[src/design/sfd_pkg.sv]
// ----------------------------------------------------------------------------
// sfd_pkg: shared constants for the serial frame decoder
// Header bytes, type key table and the type-select record.
// ----------------------------------------------------------------------------
package sfd_pkg;

  localparam int NUM_TYPES = 11;
  localparam int KEY_MAX   = 11;
  localparam int TYPE_W    = 4;
  localparam int POS_W     = 9;
  localparam int KIDX_W    = 4;

  localparam logic [7:0] HDR_FIRST  = 8'h55;
  localparam logic [7:0] HDR_SECOND = 8'hAA;

  localparam logic [1:0] ST_OK       = 2'd0;
  localparam logic [1:0] ST_CHECKSUM = 2'd1;
  localparam logic [1:0] ST_UNKNOWN  = 2'd2;

  // Key length of each type, in decode order.
  localparam logic [POS_W-1:0] KEY_LEN [NUM_TYPES] = '{
    9'd3, 9'd3, 9'd8, 9'd8, 9'd8, 9'd8, 9'd8, 9'd8, 9'd8, 9'd8, 9'd11
  };

  // Key bytes, padded with zero past each key's length.
  localparam logic [7:0] KEY_TAB [NUM_TYPES][KEY_MAX] = '{
    '{8'd0, 8'd0, 8'd0, 8'd0,   8'd0,   8'd0, 8'd0, 8'd0, 8'd0, 8'd0, 8'd0},
    '{8'd3, 8'd4, 8'd0, 8'd0,   8'd0,   8'd0, 8'd0, 8'd0, 8'd0, 8'd0, 8'd0},
    '{8'd3, 8'd7, 8'd0, 8'd5,   8'd10,  8'd1, 8'd0, 8'd1, 8'd0, 8'd0, 8'd0},
    '{8'd3, 8'd7, 8'd0, 8'd5,   8'd101, 8'd4, 8'd0, 8'd1, 8'd0, 8'd0, 8'd0},
    '{8'd3, 8'd7, 8'd0, 8'd5,   8'd102, 8'd4, 8'd0, 8'd1, 8'd0, 8'd0, 8'd0},
    '{8'd3, 8'd7, 8'd0, 8'd5,   8'd103, 8'd1, 8'd0, 8'd1, 8'd0, 8'd0, 8'd0},
    '{8'd3, 8'd7, 8'd0, 8'd5,   8'd104, 8'd1, 8'd0, 8'd1, 8'd0, 8'd0, 8'd0},
    '{8'd3, 8'd7, 8'd0, 8'd5,   8'd105, 8'd4, 8'd0, 8'd1, 8'd0, 8'd0, 8'd0},
    '{8'd3, 8'd7, 8'd0, 8'd5,   8'd106, 8'd4, 8'd0, 8'd1, 8'd0, 8'd0, 8'd0},
    '{8'd3, 8'd7, 8'd0, 8'd5,   8'd108, 8'd4, 8'd0, 8'd1, 8'd0, 8'd0, 8'd0},
    '{8'd3, 8'd7, 8'd0, 8'd8,   8'd109, 8'd2, 8'd0, 8'd4, 8'd0, 8'd0, 8'd0}
  };

  typedef struct packed {
    logic              found;
    logic [TYPE_W-1:0] code;
  } type_sel_t;

endpackage

[src/design/serial_frame_decoder.sv]
// ----------------------------------------------------------------------------
// serial_frame_decoder: byte-serial frame decoder
// Hunts for the 0x55 0xAA header, checks the frame sum and type key.
// ----------------------------------------------------------------------------
// One received byte per item, one item per cycle unless the input stalls. A
// byte is captured in an input register, then a single pass of logic updates
// the frame state and, on the checksum byte, loads the result register. Input
// stalls only when a result is due while the result register is still full
// and not being taken.
module serial_frame_decoder (
  input  logic       clk,
  input  logic       rst,
  input  logic       rx_valid,
  output logic       rx_ready,
  input  logic [7:0] rx_byte,
  output logic       res_valid,
  input  logic       res_ready,
  output logic [1:0] status,
  output logic [3:0] msg_type,
  output logic [7:0] msg_value
);

  localparam logic [1:0] PH_HUNT  = 2'd0;
  localparam logic [1:0] PH_SEEN  = 2'd1;
  localparam logic [1:0] PH_FRAME = 2'd2;

  localparam int NT = sfd_pkg::NUM_TYPES;
  localparam int PW = sfd_pkg::POS_W;

  logic          hold_v;
  logic [7:0]    hold_b;

  logic [1:0]    phase, phase_next;
  logic [PW-1:0] pos, pos_next;
  logic [7:0]    len, len_next;
  logic [7:0]    sum, sum_next;
  logic [7:0]    prev, prev_next;
  logic [NT-1:0] mask, mask_next;

  logic [7:0]    len_eff;
  logic [PW-1:0] key_idx;
  logic [NT-1:0] mask_narrow;
  logic          frame_end;
  logic          adv;
  logic [1:0]    st;
  sfd_pkg::type_sel_t type_sel;

  assign len_eff   = (pos == PW'(5)) ? hold_b : len;
  assign key_idx   = pos - PW'(2);
  assign frame_end = (phase == PH_FRAME) && (pos >= PW'(6))
                     && (pos == {1'b0, len_eff} + PW'(6));

  assign adv      = hold_v && (!frame_end || !res_valid || res_ready);
  assign rx_ready = !hold_v || adv;

  sfd_key_match u_key (
    .key_idx    (key_idx),
    .key_byte   (hold_b),
    .mask       (mask),
    .pay_len    (len),
    .mask_narrow(mask_narrow),
    .type_sel   (type_sel)
  );

  always_comb begin
    if (sum != hold_b) begin
      st = sfd_pkg::ST_CHECKSUM;
    end else if (!type_sel.found) begin
      st = sfd_pkg::ST_UNKNOWN;
    end else begin
      st = sfd_pkg::ST_OK;
    end
  end

  always_comb begin
    phase_next = phase;
    pos_next   = pos;
    len_next   = len;
    sum_next   = sum;
    prev_next  = prev;
    mask_next  = mask;
    case (phase)
      PH_SEEN: begin
        if (hold_b == sfd_pkg::HDR_SECOND) begin
          phase_next = PH_FRAME;
          pos_next   = PW'(2);
          len_next   = '0;
          sum_next   = sfd_pkg::HDR_FIRST + sfd_pkg::HDR_SECOND;
          prev_next  = '0;
          mask_next  = '1;
        end else if (hold_b != sfd_pkg::HDR_FIRST) begin
          phase_next = PH_HUNT;
        end
      end
      PH_FRAME: begin
        if (pos == PW'(5)) begin
          len_next = hold_b;
        end
        if (frame_end) begin
          phase_next = PH_HUNT;
          pos_next   = '0;
        end else begin
          if (pos <= {1'b0, len_eff} + PW'(4)) begin
            mask_next = mask_narrow;
          end
          sum_next  = sum + hold_b;
          prev_next = hold_b;
          pos_next  = pos + PW'(1);
        end
      end
      default: begin
        phase_next = (hold_b == sfd_pkg::HDR_FIRST) ? PH_SEEN : PH_HUNT;
      end
    endcase
  end

  always_ff @(posedge clk) begin
    if (rst) begin
      hold_v    <= 1'b0;
      phase     <= PH_HUNT;
      pos       <= '0;
      len       <= '0;
      sum       <= '0;
      prev      <= '0;
      mask      <= '1;
      res_valid <= 1'b0;
    end else begin
      if (rx_valid && rx_ready) begin
        hold_v <= 1'b1;
      end else if (adv) begin
        hold_v <= 1'b0;
      end
      if (adv) begin
        phase <= phase_next;
        pos   <= pos_next;
        len   <= len_next;
        sum   <= sum_next;
        prev  <= prev_next;
        mask  <= mask_next;
      end
      if (adv && frame_end) begin
        res_valid <= 1'b1;
      end else if (res_ready) begin
        res_valid <= 1'b0;
      end
    end
  end

  // payload registers
  always_ff @(posedge clk) begin
    if (rx_valid && rx_ready) begin
      hold_b <= rx_byte;
    end
    if (adv && frame_end) begin
      status    <= st;
      msg_type  <= (st == sfd_pkg::ST_OK) ? type_sel.code : '0;
      msg_value <= (st == sfd_pkg::ST_OK) ? prev : '0;
    end
  end

endmodule

[src/design/sfd_key_match.sv]
// ----------------------------------------------------------------------------
// sfd_key_match: type key narrowing and type lookup
// Drops candidates whose key differs at or ends before the current key index;
// picks the lowest surviving candidate whose key length is payload length + 3.
// ----------------------------------------------------------------------------
module sfd_key_match (
  input  logic [sfd_pkg::POS_W-1:0]     key_idx,
  input  logic [7:0]                    key_byte,
  input  logic [sfd_pkg::NUM_TYPES-1:0] mask,
  input  logic [7:0]                    pay_len,
  output logic [sfd_pkg::NUM_TYPES-1:0] mask_narrow,
  output sfd_pkg::type_sel_t            type_sel
);

  logic [sfd_pkg::KIDX_W-1:0] kidx;
  logic [sfd_pkg::POS_W-1:0]  want_len;

  assign kidx     = key_idx[sfd_pkg::KIDX_W-1:0];
  assign want_len = {1'b0, pay_len} + sfd_pkg::POS_W'(3);

  always_comb begin
    for (int e = 0; e < sfd_pkg::NUM_TYPES; e++) begin
      if (key_idx < sfd_pkg::KEY_LEN[e] && sfd_pkg::KEY_TAB[e][kidx] == key_byte) begin
        mask_narrow[e] = mask[e];
      end else begin
        mask_narrow[e] = 1'b0;
      end
    end
  end

  // lowest index wins
  always_comb begin
    type_sel = '0;
    for (int e = sfd_pkg::NUM_TYPES - 1; e >= 0; e--) begin
      if (mask[e] && sfd_pkg::KEY_LEN[e] == want_len) begin
        type_sel.found = 1'b1;
        type_sel.code  = sfd_pkg::TYPE_W'(e);
      end
    end
  end

endmodule
[config.mk]
export PLATFORM = sky130hd
export DESIGN_NAME = serial_frame_decoder
export DESIGN_NICKNAME = d
export VERILOG_FILES = /design/src/design/sfd_pkg.sv /design/src/design/serial_frame_decoder.sv /design/src/design/sfd_key_match.sv
export SDC_FILE = /design/constraint.sdc
export NUM_CORES = 1
export LEC_CHECK = 0
export BUFFER_PORTS_ARGS = -buffer_cell sky130_fd_sc_hd__buf_2
export CAP_MARGIN = 30
export CORE_MARGIN = 5
export CORE_UTILIZATION = 45
export DETAILED_ROUTE_END_ITERATION = 10
export PLACE_DENSITY = 0.71
export REMOVE_ABC_BUFFERS = 1
export SETUP_SLACK_MARGIN = 0.15
export SLEW_MARGIN = 20
export SYNTH_ARGS = -nofsm -noshare
export SYNTH_HDL_FRONTEND = slang
export SYNTH_SLANG_ARGS = --single-unit
[constraint.sdc]
create_clock -name clk -period 4.2 [get_ports clk]
set_clock_uncertainty 0.15 [all_clocks]
set_input_delay 0.42 -clock clk [delete_from_list [all_inputs] [get_ports clk]]
set_output_delay 0.42 -clock clk [all_outputs]
set_load 0.03 [all_outputs]
==> impl_results.md <==
* Outcome: finished clean
* Avg Synthesized Cell Area at 8.47 um^2
* GPL Wtd Cong at 0.933
* Number of core rows at 38
* Final hold violation count at 0
* Setup_tns at 0 ns
* Setup repair after global routing missed its margin: false
* Clock power share at 39.8%
* Mapped Area at 0.00502 mm^2
* Prevailing post-synth register cell: dfxtp_1
* Clk sinks at 70
* Post-route ant nets at 0
* Worst hold margin at 0.0729 ns
* Layout area overhead at 13.0%
* Async SR Flop Fraction at 0%
* Total power at 1350 uW
* Yosys cell types at 74
* Critical Path Start Type: flip-flop
* Post-CTS Hold Fix Bufs at 0
* H-Tree Depth at 3
* Routed len/inst at 18.0 um
* Drt initial violations at 330
* FILL cells at 963
* Slew HR at 52.6%
* Vias at 4731
* DP HPWL at 9.88 mm
* Number of flops mapped to enable cells by yosys at 22
* Die W at 116 um
* Required time worst endpoint at 3.63 ns
* # port buffers at 27
* CTS Buffer Depth at 2
* Hold Crit Class: input port to flip-flop
* Synth warnings at 0
* Initial antenna violation count at 0
* Max-Cap Viols at 0
* I/O Pins at 28
* Layout cells sized above 1 at 17.3%
* Switching Share at 25.1%
* First-pass GRT wire length at 22.2 mm
* Post-route clock period utilization at 93.1%
* Final wirelength at 13.9 mm
* Flops & latches, synth at 70
* Vias in the first global route at 4524
* Sequential area share after synthesis at 32.3%
* FMAX at 256 MHz
* Chip height at 116 um
* Root Buffer: clkbuf_8
* Net Sw Power at 338 uW
* CTS tree: built
* Pre-antenna DRT Iters at 7
* Pins Over Slew Limit at 0
* Core footprint at 0.0109 mm^2
* Initial Utilization at 46.1%
* Int Power at 1010 uW
* Total track usage at 21.3%
* Minimum clock period at 3.91 ns
* Power per Cell Area at 238 mW/mm^2
* Kind of critical path: flip-flop to output pin
* Sequential share of power at 53.9%
* Die area at 0.0134 mm^2
* Multi-input logic area at 0.00319 mm^2
* Crit path capture type: output pin
* Flip-flop and latch area at 0.00162 mm^2
* Leakage at 0.00206 uW
* Later-pin clock latency in the skew report at 0.38 ns
* Final setup violation count at 0
* ANT cells at 0
* CTS buffer count at 9
* Peak VDD IR at 0.216 mV
* Nets@finish at 668
* Syn Inst Count at 593
* Share of power burned in combinational logic at 6.4%
* Total gr overflow at 0
* Slew of the pin with the lowest slew margin at 0.712 ns
* Avg Vias per Cell at 6.14
* Crit path DAT at 3.34 ns
* DRC viols at 0
* Largest net degree at the start of global routing at 34
* Worst-path clk slew at 0.08 ns
* CP max FO at 13
==> registers in the layout, summed over array words and instances, names as in the netlist <==
register / count
pos: 9
status: 2
hold_b: 8
res_valid: 1
msg_value: 8
len: 8
sum: 8
hold_v: 1
msg_type: 4
mask: 11
prev: 8
phase: 2
==> kinds of logic (layout without fill, tap and decap cells) <==
group                      count (synthesis)  after routing  synth area share [%]
and+or+nand+nor                          237            237                  25.8
buffers and inverters                     66            104                  5.66
adders and majority gates                 30             30                  7.63
xor gates and xnor gates                  34             34                  5.93
muxes                                     12             12                  2.39
DFF                                       70             70                  32.3
AOI/OAI and AO/OA                        144            144                  20.3
==> critical path: stages, from the launching register on <==
cell	delay [ns]
dfxtp_2	0.33
or3_4	0.42
or3_4	0.49
nand2_1	0.13
nand2_1	0.09
ha_1	0.21
nand2_1	0.08
a21oi_1	0.05
a311oi_2	0.20
buf_4	0.17
xor2_2	0.22
o21a_4	0.22
nand4_1	0.17
buf_6	0.19
==> power groups by stage <==
| stage | clock, uW | sequential, uW | combinational [uW] |
|---|---|---|---|
| after global placement | 0 | 741 | 82.0 |
| after global routing | 573 | 727 | 94.4 |
| after CTS | 548 | 725 | 84.6 |
| final | 536 | 727 | 85.8 |
| after detailed placement | 0 | 741 | 84.3 |
| after floorplan | 0 | 736 | 47.8 |
==> layout by cell type, fill, tap and decap left out, types with 9 or more instances in the layout <==
cell type  count
nor3_1        11
xor2_1        11
buf_2         26
edfxtp_1      22
clkbuf_8       9
inv_1         27
buf_4         31
dfxtp_1       47
nand4_1       23
o21ai_0       26
nand2_1       55
ha_1          28
mux2i_1       10
a21oi_1       32
and2_1        13
nand3_1       12
o21ai_1       12
nor2b_1       15
nand2b_1      11
nor2_1        43
xnor2_1       22
==> path summary, 6_finish.rpt <==
path                            cells past startpoint                 start  slack, ns                   end
worst min register to register                      2  mask[2]$_SDFFE_PP1P_       0.33  mask[2]$_SDFFE_PP1P_
worst min-delay path                                1            rx_byte[1]       0.07   hold_b[1]$_DFFE_PP_
worst max register to register                     18   pos[4]$_SDFFE_PP0P_       0.36  mask[3]$_SDFFE_PP1P_
worst max-delay path                               13   pos[4]$_SDFFE_PP0P_       0.29              rx_ready
==> cell usage after synthesis, types with 4 or more instances <==
cell type | n | share of area, %
inv_1 | 27 | 2.0
ha_1 | 29 | 7.2
xnor2_1 | 22 | 3.8
o2bb2ai_1 | 8 | 1.4
nor4_1 | 6 | 0.75
nand4_1 | 23 | 2.9
o21a_1 | 5 | 0.75
o21ai_1 | 11 | 1.1
nand3_1 | 12 | 1.2
a311oi_2 | 6 | 1.8
a311oi_1 | 4 | 0.70
a31oi_1 | 8 | 1.0
nand2_1 | 56 | 4.2
edfxtp_1 | 22 | 13
nor4b_1 | 8 | 1.4
xor2_1 | 12 | 2.1
nand2b_1 | 11 | 1.4
o211ai_1 | 6 | 0.90
mux2i_1 | 12 | 2.4
dfxtp_1 | 48 | 19
nor2_1 | 43 | 3.2
nor2b_1 | 16 | 2.0
o21ai_0 | 27 | 2.7
and2_1 | 13 | 1.6
or3_1 | 7 | 0.87
or4_1 | 7 | 1.0
nor3_1 | 11 | 1.1
buf_2 | 11 | 1.1
clkbuf_1 | 21 | 1.6
a21oi_1 | 32 | 3.2
==> layout make-up <==
| cell class | instances | share of cell area, % |
|---|---|---|
| Multi-Input combinational cell | 457 | 56.2 |
| Inverter | 28 | 1.85 |
| Sequential cell | 70 | 28.6 |
| Clock buffer | 12 | 2.38 |
| Clock inverter | 4 | 0.860 |
| Timing Repair Buffer | 60 | 6.99 |
| Tap cell | 140 | 3.09 |
==> what timing repair did <==
action	CTS	global route
setup endpoints to repair	7	46
setup buffers	2	6
resized for setup	5	18
pin swaps	1	7
==> metrics by stage <==
step,instance area [um^2],util [%],std cells,setup WS (ns)
final,5670,52.1,771,0.288
after global routing,5670,52.1,771,0.111
after CTS,5560,51.0,765,0.150
after detailed placement,5340,49.0,747,0.126
after global placement,5340,49.0,747,0.239
after floorplan,4840,-,555,0.0509
==> metal layers <==
layer | share of wire (%) | routed length [um] | GRT usage (%) | up-vias
met1 | 42 | 5780 | 27.2 | 2239
met2 | 47 | 6590 | 35.1 | 212
met5 | 0 | 0 | 0 | -
met3 | 8.1 | 1130 | 4.39 | 39
li1 | - | - | - | 2241
met4 | 3.0 | 412 | 8.89 | 0
No activity file was read; power rests on OpenSTA's default activity.
